==> src/rtl/me_pkg.sv <==
// Shared constants and register codes for the modular exponentiation block.
// No dependencies.
package me_pkg;

    localparam int FIELD_W   = 32;  // width of message, result and key registers
    localparam int DEF_WIDTH = 32;  // default datapath width
    localparam int CFG_IDX_W = 1;

    typedef enum logic [CFG_IDX_W-1:0] {
        REG_EXPONENT = 1'b0,
        REG_MODULUS  = 1'b1
    } t_cfg_idx;

    localparam logic [FIELD_W-1:0] EXPONENT_RST = 32'd1;
    localparam logic [FIELD_W-1:0] MODULUS_RST  = 32'd2;

endpackage

==> src/rtl/me_mulmod.sv <==
// Shift-add-reduce modular multiplier: x * y mod m, one bit of y per cycle.
// Standalone; used by modular_exponentiation. Requires x < m.
module me_mulmod #(
    parameter int WIDTH = 32
) (
    input  logic             i_clk,
    input  logic             i_rst_n,
    input  logic             i_start,
    input  logic [WIDTH-1:0] i_x,
    input  logic [WIDTH-1:0] i_y,
    input  logic [WIDTH-1:0] i_m,
    output logic             o_done,
    output logic [WIDTH-1:0] o_product
);

    localparam int CNT_W = $clog2(WIDTH);

    logic             r_busy;
    logic             r_done;
    logic [CNT_W-1:0] r_cnt;
    logic [WIDTH-1:0] r_acc;
    logic [WIDTH-1:0] r_x;
    logic [WIDTH-1:0] r_y;
    logic [WIDTH-1:0] r_m;

    logic [WIDTH:0]   w_dbl;
    logic [WIDTH:0]   w_sum;
    logic [WIDTH-1:0] w_t1;
    logic [WIDTH-1:0] w_t2;
    logic [WIDTH-1:0] n_acc;

    // acc = 2*acc mod m, then + x mod m when the current bit of y is set
    always_comb begin
        w_dbl = {r_acc, 1'b0};
        if (w_dbl >= {1'b0, r_m}) begin
            w_t1 = WIDTH'(w_dbl - {1'b0, r_m});
        end else begin
            w_t1 = WIDTH'(w_dbl);
        end
        w_sum = {1'b0, w_t1} + {1'b0, r_x};
        if (w_sum >= {1'b0, r_m}) begin
            w_t2 = WIDTH'(w_sum - {1'b0, r_m});
        end else begin
            w_t2 = WIDTH'(w_sum);
        end
        n_acc = r_y[WIDTH-1] ? w_t2 : w_t1;
    end

    always_ff @(posedge i_clk) begin
        if (!i_rst_n) begin
            r_busy <= 1'b0;
            r_done <= 1'b0;
            r_cnt  <= '0;
        end else begin
            r_done <= 1'b0;
            if (i_start) begin
                r_busy <= 1'b1;
                r_cnt  <= CNT_W'(WIDTH - 1);
                r_acc  <= '0;
                r_x    <= i_x;
                r_y    <= i_y;
                r_m    <= i_m;
            end else if (r_busy) begin
                r_acc <= n_acc;
                r_y   <= {r_y[WIDTH-2:0], 1'b0};
                r_cnt <= r_cnt - CNT_W'(1);
                if (r_cnt == '0) begin
                    r_busy <= 1'b0;
                    r_done <= 1'b1;
                end
            end
        end
    end

    assign o_done    = r_done;
    assign o_product = r_acc;

endmodule

==> src/rtl/modular_exponentiation.sv <==
// Top level: key registers, square-and-multiply sequencer, output register.
// Depends on me_pkg and me_mulmod.
//
// Each message is returned as message^exponent mod modulus. The message is
// first reduced with one pass of the shared modular multiplier (x = 1), then
// the exponent is scanned from its top bit: one modular squaring per bit and
// one extra multiplication per set bit. A modulus below 2 answers 0.
// s_axis_tready is high only while the block is idle; a finished result waits
// in the output register, and the next message may be taken meanwhile.
// The user must write exponent and modulus only while idle; the block itself
// does not enforce this.
module modular_exponentiation #(
    parameter int WIDTH = me_pkg::DEF_WIDTH
) (
    input  logic                         i_clk,
    input  logic                         i_rst_n,
    // key registers
    input  logic                         i_cfg_wr_en,
    input  logic [me_pkg::CFG_IDX_W-1:0] i_cfg_index,
    input  logic [me_pkg::FIELD_W-1:0]   i_cfg_data,
    // message stream
    input  logic                         s_axis_tvalid,
    output logic                         s_axis_tready,
    input  logic [me_pkg::FIELD_W-1:0]   s_axis_tdata,   // [31:0] message
    // result stream
    output logic                         m_axis_tvalid,
    input  logic                         m_axis_tready,
    output logic [me_pkg::FIELD_W-1:0]   m_axis_tdata    // [31:0] result
);

    import me_pkg::*;

    localparam int BIT_W = $clog2(WIDTH);

    typedef enum logic [2:0] {
        ST_IDLE,
        ST_BASE,
        ST_SQUARE,
        ST_MULT,
        ST_FINISH
    } t_state;

    t_state             r_state;
    logic [FIELD_W-1:0] r_exponent;
    logic [FIELD_W-1:0] r_modulus;
    logic [WIDTH-1:0]   r_exp;
    logic [WIDTH-1:0]   r_mod;
    logic [WIDTH-1:0]   r_base;
    logic [WIDTH-1:0]   r_acc;
    logic [BIT_W-1:0]   r_bit;
    logic               r_out_valid;
    logic [FIELD_W-1:0] r_out;

    logic               w_accept;
    logic [WIDTH-1:0]   w_mod_in;
    logic               w_mm_start;
    logic [WIDTH-1:0]   w_mm_x;
    logic [WIDTH-1:0]   w_mm_y;
    logic [WIDTH-1:0]   w_mm_m;
    logic               w_mm_done;
    logic [WIDTH-1:0]   w_mm_p;
    logic               w_cur_bit;
    logic               w_sq_cur_bit;
    logic               w_out_load;

    assign s_axis_tready = (r_state == ST_IDLE);
    assign w_accept      = s_axis_tvalid && s_axis_tready;
    assign w_mod_in      = WIDTH'(r_modulus);
    assign w_cur_bit     = r_exp[r_bit];
    // more exponent bits remain below the current one, so a squaring follows
    assign w_sq_cur_bit  = (r_bit != '0);
    // finished result moves into the output register once it is free
    assign w_out_load    = (r_state == ST_FINISH) && (!r_out_valid || m_axis_tready);

    // start requests and operands for the shared multiplier
    always_comb begin
        w_mm_start = 1'b0;
        w_mm_x     = r_acc;
        w_mm_y     = r_acc;
        w_mm_m     = r_mod;
        case (r_state)
            ST_IDLE: begin
                // message mod m computed as 1 * message mod m
                w_mm_start = w_accept && (w_mod_in >= WIDTH'(2));
                w_mm_x     = WIDTH'(1);
                w_mm_y     = WIDTH'(s_axis_tdata);
                w_mm_m     = w_mod_in;
            end
            ST_BASE: begin
                w_mm_start = w_mm_done;
                w_mm_x     = WIDTH'(1);
                w_mm_y     = WIDTH'(1);
            end
            ST_SQUARE: begin
                if (w_cur_bit) begin
                    w_mm_start = w_mm_done;
                    w_mm_x     = w_mm_p;
                    w_mm_y     = r_base;
                end else begin
                    w_mm_start = w_mm_done && w_sq_cur_bit;
                    w_mm_x     = w_mm_p;
                    w_mm_y     = w_mm_p;
                end
            end
            ST_MULT: begin
                w_mm_start = w_mm_done && w_sq_cur_bit;
                w_mm_x     = w_mm_p;
                w_mm_y     = w_mm_p;
            end
            default: begin
                w_mm_start = 1'b0;
            end
        endcase
    end

    me_mulmod #(
        .WIDTH (WIDTH)
    ) u_mulmod (
        .i_clk     (i_clk),
        .i_rst_n   (i_rst_n),
        .i_start   (w_mm_start),
        .i_x       (w_mm_x),
        .i_y       (w_mm_y),
        .i_m       (w_mm_m),
        .o_done    (w_mm_done),
        .o_product (w_mm_p)
    );

    always_ff @(posedge i_clk) begin
        if (!i_rst_n) begin
            r_state     <= ST_IDLE;
            r_exponent  <= EXPONENT_RST;
            r_modulus   <= MODULUS_RST;
            r_out_valid <= 1'b0;
        end else begin
            if (i_cfg_wr_en) begin
                case (i_cfg_index)
                    REG_EXPONENT: r_exponent <= i_cfg_data;
                    REG_MODULUS:  r_modulus  <= i_cfg_data;
                    default:      ;
                endcase
            end

            if (w_out_load) begin
                r_out_valid <= 1'b1;
            end else if (m_axis_tready) begin
                r_out_valid <= 1'b0;
            end

            case (r_state)
                ST_IDLE: begin
                    if (w_accept) begin
                        r_exp <= WIDTH'(r_exponent);
                        r_mod <= w_mod_in;
                        if (w_mod_in >= WIDTH'(2)) begin
                            r_state <= ST_BASE;
                        end else begin
                            r_acc   <= '0;
                            r_state <= ST_FINISH;
                        end
                    end
                end
                ST_BASE: begin
                    // first squaring of 1 is started here, on the top bit
                    if (w_mm_done) begin
                        r_base  <= w_mm_p;
                        r_acc   <= WIDTH'(1);
                        r_bit   <= BIT_W'(WIDTH - 1);
                        r_state <= ST_SQUARE;
                    end
                end
                ST_SQUARE: begin
                    if (w_mm_done) begin
                        r_acc <= w_mm_p;
                        if (w_cur_bit) begin
                            r_state <= ST_MULT;
                        end else if (w_sq_cur_bit) begin
                            r_bit <= r_bit - BIT_W'(1);
                        end else begin
                            r_state <= ST_FINISH;
                        end
                    end
                end
                ST_MULT: begin
                    if (w_mm_done) begin
                        r_acc <= w_mm_p;
                        if (w_sq_cur_bit) begin
                            r_bit   <= r_bit - BIT_W'(1);
                            r_state <= ST_SQUARE;
                        end else begin
                            r_state <= ST_FINISH;
                        end
                    end
                end
                ST_FINISH: begin
                    if (w_out_load) begin
                        r_out   <= FIELD_W'(r_acc);
                        r_state <= ST_IDLE;
                    end
                end
                default: begin
                    r_state <= ST_IDLE;
                end
            endcase
        end
    end

    assign m_axis_tvalid = r_out_valid;
    assign m_axis_tdata  = r_out;

endmodule

==> config.mk <==
export PLATFORM = sky130hd
export DESIGN_NAME = modular_exponentiation
export DESIGN_NICKNAME = d
export VERILOG_FILES = /design/src/rtl/me_pkg.sv /design/src/rtl/me_mulmod.sv /design/src/rtl/modular_exponentiation.sv
export SDC_FILE = /design/constraint.sdc
export NUM_CORES = 1
export LEC_CHECK = 0
export BUFFER_PORTS_ARGS = -buffer_cell sky130_fd_sc_hd__buf_4
export CORE_AREA = 2 2 241 196
export CTS_CLUSTER_DIAMETER = 200
export DETAILED_ROUTE_END_ITERATION = 12
export DIE_AREA = 0 0 243 198
export PLACE_DENSITY_LB_ADDON = 0.05
export SLEW_MARGIN = 10
export SYNTH_ARGS = -nofsm -noshare
export SYNTH_HDL_FRONTEND = slang
export SYNTH_SLANG_ARGS = --single-unit
==> constraint.sdc <==
create_clock -name i_clk -period 13.3 [get_ports i_clk]
set_input_delay 1.995 -clock i_clk [delete_from_list [all_inputs] [get_ports i_clk]]
set_output_delay 1.995 -clock i_clk [all_outputs]
set_load 0.01 [all_outputs]
Yosys cells after proc, flatten, opt, wreduce, memory -nomap -nowiden
Cells that the tools add are included.
{ "op_classes": {"addsub": 5, "magnitude_cmp": 4, "n_eq_ne": 13, "muxes": 43, "bitwise_logic": 3, "reduce_logical": 26} }
{ "op_table": {"columns": ["cell", "count"], "rows": [
  ["2-to-1 mux 32 bit", 12],
  ["one-hot mux 32 bit (4 select lines)", 1],
  ["one-hot mux 32 bit (3 select lines)", 1],
  [">= comparator 33 x 32 -> 1 bit", 2],
  ["one-hot mux 32 bit (2 select lines)", 1],
  ["subtractor 32 bit", 2],
  ["2-to-1 mux 5 bit", 7],
  ["adder 32 x 32 -> 33 bit", 1],
  [">= comparator 32 x 2 -> 1 bit (second input constant)", 1],
  ["2-to-1 mux 3 bit", 9],
  ["AND reduction 6 bit", 3],
  ["one-hot mux 3 bit (5 select lines)", 1],
  ["one-hot mux 5 bit (3 select lines)", 1],
  ["inequality test 2 x 1 -> 1 bit (second input constant)", 5],
  ["subtractor 5 x 1 -> 5 bit (second input constant)", 2],
  ["AND reduction 3 bit", 3],
  ["2-to-1 mux 1 bit", 8],
  ["AND reduction 2 bit", 4],
  ["equality test 3 x 2 -> 1 bit (second input constant)", 2],
  ["< comparator 5 x 6 -> 1 bit (second input constant)", 1],
  ["inequality test 2 bit (second input constant)", 3],
  ["nonzero test 3 bit", 2],
  ["binary-select mux 1 bit (select 5 bit)", 1],
  ["zero test 5 bit", 1],
  ["13 further kinds", 20]
]} }
{ "totals": {"regBits": 368, "in_bits": 70, "output_inout_bits": 34, "wordCells": 111} }

Logic depth before layout (Yosys ltp)
Gate-level depths: netlist of run 1.
{ "depth": {"depth_word": 7, "ltp_mapped": 32, "mapped_depth_nobuf": 29} }

By module
Synthesis of run 1 repeated with hierarchy kept, for this count alone.
{ "hier_totals": {"hier_cells": 2068, "hier_area_um2": 21441.8} }
{ "modules_own_cells": {"columns": ["module", "instances", "cells_each", "area_per_inst_um2", "seq_area_each_um2"], "rows": [
  ["me_mulmod", 1, 1192, 11232.0, 3983.8],
  ["modular_exponentiation", 1, 876, 10209.8, 6316.1]
]} }

Worst setup path after synthesis of run 1
Ideal clock, no wire load.
{ "synth_path": {"kind": "register -> register", "startpoint": "reg u_mulmod.r_acc[16] (netlist: u_mulmod.o_product[16])", "endpoint": "reg u_mulmod.r_acc[26] (netlist: u_mulmod.o_product[26]) (data pin)", "setup_time_ps": 260, "t_arrival_ps": 6569, "required_time_ps": 13040, "setup_slack_ps": 6471, "stages_incl_launch_ff": 29, "n_path_buf": 3, "period_less_slack_ps": 6829, "cell_sequence": "edfxtp_1 -> ha_1 -> clkbuf_1 -> and4_1 -> o21ai_0 -> a211oi_1 -> o221ai_1 -> a21oi_1 -> buf_2 -> mux2_2 -> ha_1 -> nor2b_1 -> o31a_1 -> o22ai_1 -> o311a_1 -> nor3b_1 -> or2_2 -> a311o_1 -> ha_1 -> and3_1 -> nand4_1 -> nor4_1 -> nand4_1 -> o31ai_1 -> a21oi_1 -> nand2_1 -> buf_2 -> mux2i_1 -> a2bb2o_1"} }
{ "synth_via": {"elab_chain_cells": 7, "elab_cells_between_ends": 9, "cone_classes": "add/sub (3); order compare (2); mux (4)"} }
{ "synth_rtl": {"columns": ["item", "line_no", "source"], "rows": [
  ["start, declared", "me_mulmod.sv:21", "logic [WIDTH-1:0] r_acc;"],
  ["start signal, assigned", "me_mulmod.sv:64", "r_acc <= n_acc;"],
  ["subtractor 32 bit or >= comparator 33 x 32 -> 1 bit (tied branches)", "me_mulmod.sv:36, me_mulmod.sv:35", null],
  ["2-to-1 mux 32 bit *", "me_mulmod.sv:35", "if (w_dbl >= {1'b0, r_m}) begin"],
  ["adder 32 x 32 -> 33 bit", "me_mulmod.sv:40", "w_sum = {1'b0, w_t1} + {1'b0, r_x};"],
  ["subtractor 32 bit or >= comparator 33 x 32 -> 1 bit (tied branches)", "me_mulmod.sv:42, me_mulmod.sv:41", null],
  ["2-to-1 mux 32 bit", "me_mulmod.sv:41", "if (w_sum >= {1'b0, r_m}) begin"],
  ["2-to-1 mux 32 bit *", "me_mulmod.sv:46", "n_acc = r_y[WIDTH-1] ? w_t2 : w_t1;"],
  ["2-to-1 mux 32 bit *", "me_mulmod.sv:63", "end else if (r_busy) begin"]
]} }
Every way passes the cells marked *; elsewhere a longest branch is shown, timed or not. The select of a mux whose other input is x is not followed.
A chain may end at the register's enable or synchronous reset.

Final worst setup path of run 1
{ "layout_path": {"startpoint": "reg u_mulmod.r_acc[15] (netlist: u_mulmod.o_product[15])", "endpoint": "reg u_mulmod.r_acc[26] (netlist: u_mulmod.o_product[26]) (data pin)"} }
Same word-level chain as after synthesis.

==> results of run 1 <==
-- logic make-up (layout without fill, tap and decap cells) --
kind of cell | Yosys count | count (layout) | synth area share (%)
AO/OA/AOI/OAI | 533 | 533 | 17.7
XOR/XNOR | 80 | 80 | 3.44
adder cells (fa/ha/maj) | 102 | 102 | 6.37
buffers and inverters | 158 | 263 | 3.06
flip-flops | 368 | 368 | 50.6
multiplexers | 102 | 102 | 6.15
AND/OR/NAND/NOR | 567 | 567 | 12.7
-- area by class of cell --
| cell class | count | share of cell area (%) |
|---|---|---|
| well taps | 620 | 3.36 |
| repair buffers | 119 | 3.92 |
| multi-input cells | 1384 | 41.2 |
| clock buffers | 47 | 4.67 |
| flip-flops and latches | 368 | 44.6 |
| clock inverters | 29 | 1.14 |
| inverters | 68 | 1.10 |
-- metrics by stage --
| step | hold WS (ns) | cells |
|---|---|---|
| 3_3_place_gp | 0.412 | 2559 |
| 5_1_grt | 0.440 | 2635 |
| 3_5_place_dp | 0.415 | 2559 |
| 2_1_floorplan | 0.408 | 1910 |
| 4_1_cts | 0.426 | 2635 |
| 6_report | 0.426 | 2635 |
-- critical path, stage by stage, from the launching register on --
cell	delay, ns
edfxtp_1	0.46
ha_1	0.50
a21o_1	0.21
o21bai_1	0.13
o21ai_0	0.16
a211oi_1	0.64
o221ai_1	0.34
a21oi_4	0.62
buf_4	0.49
mux2_2	0.41
ha_1	0.33
nor2b_1	0.17
o31a_1	0.28
o22ai_1	0.47
o311a_1	0.41
nor3b_1	0.15
or2_2	0.34
a311o_1	0.40
ha_1	0.36
and3_1	0.31
nand4_1	0.15
nor4_1	0.26
nand4_1	0.19
o31ai_1	0.32
a21oi_1	0.16
nand2_2	0.70
mux2i_1	0.25
a2bb2o_1	0.29
-- layer usage --
layer	vias up	global-route usage (%)
met4	0	7.41
met3	79	3.89
met5	-	0
met1	7567	39.1
li1	7260	-
met2	497	35.1
-- layout by cell type (no fill, tap or decap), drive strengths merged, types with 28 or more instances in the layout --
master / instances
buf: 119
a21o: 68
nand2: 247
mux2: 76
a21oi: 123
ha: 99
inv: 72
and2: 39
nor3: 28
a21boi: 69
o21a: 28
o21ai: 76
clkbuf: 47
xnor2: 54
dfxtp: 75
nor2: 123
edfxtp: 293
-- worst paths after layout --
kind,start,endpoint
setup / recovery,u_mulmod.o_product[15],u_mulmod.o_product[26]
hold reg to reg,r_exponent[23],r_exp[23]
hold / removal,r_exponent[23],r_exp[23]
setup reg to reg,u_mulmod.o_product[15],u_mulmod.o_product[26]
==> flow_summary.toml, run 1 <==
[status]
status = "finished clean"

[yosys]
ys.flop_type = "edfxtp_1"
async_reset_ff_share_pct = 0
synth_edf_count = 293
syn_area_per_cell_um2 = 10.7
syn_area_mm2 = 0.0204
yosys-top-cells-area = "edfxtp_1 (43%), dfxtp_1 (7.4%), ha_1 (6.1%), nand2_1 (4.6%), a21oi_1 (3.0%)"
synth_seq_area_share_pct = 50.6
synth_top_area_share_pct = 43.2
yosysWarningCount = 0
netlist_top_cells_count = "edfxtp_1 (293), nand2_1 (247), a21oi_1 (123), nor2_1 (122), ha_1 (99)"
syn-num-nets = 2082
synth.distinct_cells = 74
synth_top_area_cell = "edfxtp_1"
ys_ff_latch = 368
post-synth-top-count-cell = "edfxtp_1"
synthCells = 1910

[route]
drt_first_pass_iters = 6
postRouteAntennaNets = 0
drt-total-wl_mm = 60.1
drt-vias-per-instance = 5.85
drtIter0Drc = 1438
drcViolationCount = 0
wl_per_cell_um = 22.8
dr_wl_met2_mm = 24.5
num_vias = 15400
highest_layer = "met4"
routed-wl-met3_mm = 3.88
drt-met1-wl_mm = 30.3

[sta]
worst_pin_slew_ns = 1.16
worst_slack_ns = 3.49
rsz0062_at_grt = "no"
hold_violations = 0
finalSetupTns_ns = 0
slew_headroom_pct = 22.9
final_max_slew_viol_count = 0
max_freq_ghz = 0.102
period_share_pct = 73.8
skew_ns = 0.0207
period_needed_ns = 9.81
final-setup-viol-count = 0

[finish]
multi_input_area_mm2 = 0.00953
fin_util_pct = 50.2
n_antenna_cell = 0
fill_cells = 4242
final_nets = 2154
synthToLayoutAreaGrowth_pct = 13.4
drive_gt1_share_pct = 13.6
design_area_mm2 = 0.0231
register_area_mm2 = 0.0103

[grt]
grt_start_max_net_pins = 97
grt_pass1_vias = 14600
grt_pass1_wl_mm = 91.0
antenna_found_initial = 1
grt-ovfl-total = 0
grt_use_total_pct = 24.9

[worst_setup_path]
cp-end-kind = "register"
worstSetupPathType = "register to register"
cp.required_ns = 13.62
cp_max_fo = 30
cp-start-kind = "register"
arrival_ns = 10.14
rr_worst_depth = 27
worst-r2r-setup-slack_ns = 3.49

[clock_network]
htreeDepth = 2
ctsHoldBuffers = 0
post_cts_buffers = 0
clock-sinks = 368
cts-root-buf = "clkbuf_16"
cts-buffers-inserted = 41
cts_tree = "built"
cts_resized = 0
clkTransAtPathRegs_ns = 0.06
clk-insertion-delay-late_ns = 0.58
clk_path_buf_depth = 3

[die]
die_area_mm2 = 0.0481
fp.dieW_um = 243
fp.dieH_um = 198
fp-row-count = 71
ioPinCount = 104
start_util_pct = 44.3
coreArea_mm2 = 0.0460

[worst_hold_path]
min_path_cells = 0
hold_class = "register to register"

[placement]
place_ws_ns = 3.69
place_hpwl_mm = 43.4
placed_area_mm2 = 0.0218
io_buffers = 103
gp_congestion = 0.926

[job]
drv_cap = 0
Power of run 1 is left out: the tool's default activity adds up to more than one toggle a clock period on the data nets, which glitch-free logic cannot reach.
==> run 2: changes to the inputs <==
==> constraint.sdc (replaced) <==
create_clock -name i_clk -period 9.68 [get_ports i_clk]
set_input_delay 1.452 -clock i_clk [delete_from_list [all_inputs] [get_ports i_clk]]
set_output_delay 1.452 -clock i_clk [all_outputs]
set_load 0.01 [all_outputs]
==> run 2 against run 1 <==
Net effect: cell area rose by 0.24%; critical path depth increased by 3; hold slack is essentially flat; first-iteration DRC count down 11%; setup slack got worse by 2.8 ns; core utilization up 0.12 points; final cell count is 0.42% higher; die area unchanged; clock skew fell by 0.0030 ns; critical endpoint is now u_mulmod.o_product[30]; global-route usage is 0.26 points higher; via count down 0.41%.
==> flow_summary.toml, run 2 (synthesis gave the netlist of run 1 again) <==
[sta]
fin_hold_ws_ns = 0.427
period_needed_ns = 8.98
final-setup-viol-count = 0
worst_pin_slew_ns = 1.30
skew_ns = 0.0177
final_max_slew_viol_count = 0
rsz0062_at_grt = "no"
worst_slack_ns = 0.702
hold_violations = 0
period_share_pct = 92.7
max_freq_ghz = 0.111
finalSetupTns_ns = 0
slew_headroom_pct = 12.5

[clock_network]
cts-buffers-inserted = 41
clk-insertion-delay-late_ns = 0.58
clock-sinks = 368
htreeDepth = 2
clkTransAtPathRegs_ns = 0.07
clk_path_buf_depth = 3
cts-root-buf = "clkbuf_16"
cts_tree = "built"

[status]
status = "finished clean"

[route]
highest_layer = "met4"
drtIter0Drc = 1285
drt-vias-per-instance = 5.80
wl_per_cell_um = 22.9
dr_wl_met2_mm = 24.8
drt-met1-wl_mm = 30.5
drt-total-wl_mm = 60.6
drt_first_pass_iters = 6
drcViolationCount = 0
postRouteAntennaNets = 0
routed-wl-met3_mm = 3.96
num_vias = 15300

[die]
fp-row-count = 71
ioPinCount = 104
fp.dieH_um = 198
start_util_pct = 44.3
fp.dieW_um = 243
die_area_mm2 = 0.0481
coreArea_mm2 = 0.0460

[worst_setup_path]
cp_max_fo = 23
path_common_cell = "buf_4"
cp-start-kind = "register"
cp.required_ns = 9.96
worstSetupPathType = "register to register"
slowest_stage = "nor4_1"
arrival_ns = 9.26
cp-end-kind = "register"
cp_top_family = "compound AO/OA/AOI/OAI gates"
cp_num_buf_inv = 4
cpPeakStageDelay_ns = 0.99

[job]
drv_cap = 0

[placement]
place_hpwl_mm = 44.3
place_ws_ns = 0.656
gp_congestion = 0.911
io_buffers = 103

[grt]
antenna_found_initial = 2
grt_use_total_pct = 25.2
grt_pass1_vias = 14700
grt-ovfl-total = 0
grt_pass1_wl_mm = 91.8
grt_start_max_net_pins = 80

[worst_hold_path]
hold_class = "register to register"

[finish]
final_nets = 2166
final_common_cell = "edfxtp_1"
n_antenna_cell = 0
mostFrequentLayoutCells = "edfxtp_1 (293), nand2_1 (247), buf_4 (130)"
drive_gt1_share_pct = 13.8
synthToLayoutAreaGrowth_pct = 13.7
run 2: changes by cell type in the layout (fill, tap and decap cells not counted), sizes merged:
cell	before	now
buf	119	130
clkinvlp	3	0
clkinv	20	12
a21oi	123	124
clkbuf	47	58
bufinv	2	1
run 2: metal layers:
layer  vias up  track usage [%]
li1       7285                -
met1      7470             39.1
met2       512             36.1
met3        73             4.07
met4         0             6.86
met5         -                0
run 2: timing repair:
action | CTS | global route
setup endpoints to repair | 0 | 1
hold buffers | 0 | 0
resized for setup | 0 | 1
buffers inserted | 0 | 0
run 2: final timing paths:
kind | startpoint | to | slack [ns] | depth (start not counted)
setup / recovery | u_mulmod.o_product[25] | u_mulmod.o_product[30] | 0.70 | 30
hold / removal | r_exponent[26] | r_exp[26] | 0.43 | 0
setup reg to reg | u_mulmod.o_product[25] | u_mulmod.o_product[30] | 0.70 | 30
hold reg to reg | r_exponent[26] | r_exp[26] | 0.43 | 0
run 2: cell type report:
| type | instances | area, µm² |
|---|---|---|
| fill | 4231 | 22900 |
| multi-input combinational | 1385 | 9540 |
| clock buffer | 58 | 1170 |
| sequential | 368 | 10300 |
| clock inverter | 17 | 146 |
| inverter | 68 | 255 |
| timing repair buffer | 130 | 976 |
| tap | 620 | 776 |
run 2: through the flow:
step | util [%] | instances | cell area (µm²)
global route | 50.3 | 2646 | 23200
finish | 50.3 | 2646 | 23200
floorplan | - | 1910 | 20400
CTS | 50.3 | 2645 | 23200
detailed placement | 47.4 | 2570 | 21800
global placement | 47.4 | 2570 | 21800
Power of run 2 is left out for the same reason.
==> run 3: changes to the inputs <==
--- a/config.mk
+++ b/config.mk
@@ -5,8 +5,9 @@
 export SDC_FILE = /design/constraint.sdc
 export NUM_CORES = 1
 export LEC_CHECK = 0
-export BUFFER_PORTS_ARGS = -buffer_cell sky130_fd_sc_hd__buf_4
+export BUFFER_PORTS_ARGS = -buffer_cell sky130_fd_sc_hd__buf_2
 export CORE_AREA = 2 2 241 196
+export CTS_BUF_LIST = sky130_fd_sc_hd__clkbuf_8
 export CTS_CLUSTER_DIAMETER = 200
 export DETAILED_ROUTE_END_ITERATION = 12
 export DIE_AREA = 0 0 243 198
==> run 3 against run 2 <==
Net effect: cell area decreased by 1.6%; setup slack got worse by 0.12 ns; global-route usage increased by 0.11 points; die area unchanged; critical path depth decreased by 2; largest cell class unchanged; critical endpoint is now u_mulmod.o_product[21]; via count increased by 1.2%; clock skew increased by 0.031 ns; wire length increased by 1.5%; first-iteration DRC count decreased by 0.62%; count of clock-buffer cells in the layout increased by 10; critical path type unchanged; sequential cell count unchanged.
==> flow_summary.toml, run 3 (synthesis gave the netlist of run 1 again) <==
[route]
drcViolationCount = 0
drt-total-wl_mm = 61.5
drtIter0Drc = 1277
wl_per_cell_um = 23.0
drt_first_pass_iters = 5
drt-vias-per-instance = 5.80
postRouteAntennaNets = 0
num_vias = 15500

[sta]
max_freq_ghz = 0.110
skew_ns = 0.0484
period_share_pct = 94.0
hold_violations = 0
rsz0062_at_grt = "no"
period_needed_ns = 9.10
final-setup-viol-count = 0
worst_pin_slew_ns = 1.19
finalSetupTns_ns = 0
final_max_slew_viol_count = 0
slew_headroom_pct = 20.5
fin_hold_ws_ns = 0.426

[worst_setup_path]
cpPeakStageDelay_ns = 0.68
path_common_cell = "ha_1"
arrival_ns = 9.57
rr_worst_depth = 28
cp-end-kind = "register"
cp-start-kind = "register"
slowest_stage = "a211oi_1"
cp.required_ns = 10.15
cp_max_fo = 17
worstSetupPathType = "register to register"

[grt]
antenna_found_initial = 2
grt_use_total_pct = 25.3
grt_pass1_wl_mm = 92.2
grt-ovfl-total = 0
grt_start_max_net_pins = 65
grt_pass1_vias = 14500

[placement]
place_hpwl_mm = 44.4
gp_congestion = 0.977
io_buffers = 103

[clock_network]
clock-sinks = 368
clkTransAtPathRegs_ns = 0.06
clk_path_buf_depth = 3
cts_resized = 0
cts-root-buf = "clkbuf_8"
clk-insertion-delay-late_ns = 0.69
post_cts_buffers = 0
ctsHoldBuffers = 0
cts_tree = "built"
cts-buffers-inserted = 59
htreeDepth = 2

[worst_hold_path]
min_path_cells = 0
hold_class = "register to register"

[die]
ioPinCount = 104
fp-row-count = 71
fp.dieW_um = 243
fp.dieH_um = 198
start_util_pct = 44.3
die_area_mm2 = 0.0481
coreArea_mm2 = 0.0460

[finish]
final_common_cell = "edfxtp_1"
n_antenna_cell = 0
final_nets = 2179
mostFrequentLayoutCells = "edfxtp_1 (293), nand2_1 (246), a21oi_1 (121)"
drive_gt1_share_pct = 14.7
synthToLayoutAreaGrowth_pct = 11.9

[status]
status = "finished clean"

[job]
drv_cap = 0
run 3: worst paths after layout:
path / start / to / slack (ns)
setup / recovery: u_mulmod.o_product[5] / u_mulmod.o_product[21] / 0.58
hold / removal: r_exponent[23] / r_exp[23] / 0.43
setup reg to reg: u_mulmod.o_product[5] / u_mulmod.o_product[21] / 0.58
hold reg to reg: r_exponent[23] / r_exp[23] / 0.43
run 3: per-layer routing:
metal	global-route usage (%)	routed length (µm)
met5	0	0
met3	4.58	4400
met1	39.9	30900
met4	6.68	1260
met2	35.1	25000
run 3: worst max-delay path, delay by kind of cell, from the launching register on:
family	cells	cell delay (ns)
muxes	1	0.38
and+or+nand+nor	10	2.16
buffers and inverters	2	0.52
AOI/OAI and AO/OA	12	4.13
adders and majority gates	3	1.19
DFF	1	0.50
run 3: area by class of cell:
type	count	area (µm²)
Timing Repair Buffer	126	688
Sequential cell	368	10300
Clock inverter	43	314
Inverter	68	255
Clock buffer	68	936
Multi-Input combinational cell	1384	9540
Tap cell	620	776
Fill cell	4333	23200
run 3: metrics by stage:
stage	cells	instance area, µm²	util, %	worst slack [ns]
after CTS	2677	22800	49.6	0.716
after floorplan	1910	20400	-	2.85
final	2677	22800	49.6	0.581
after global placement	2566	21600	46.8	0.900
after detailed placement	2566	21600	46.8	0.773
after global routing	2677	22800	49.6	0.144
Power of run 3 is left out for the same reason.
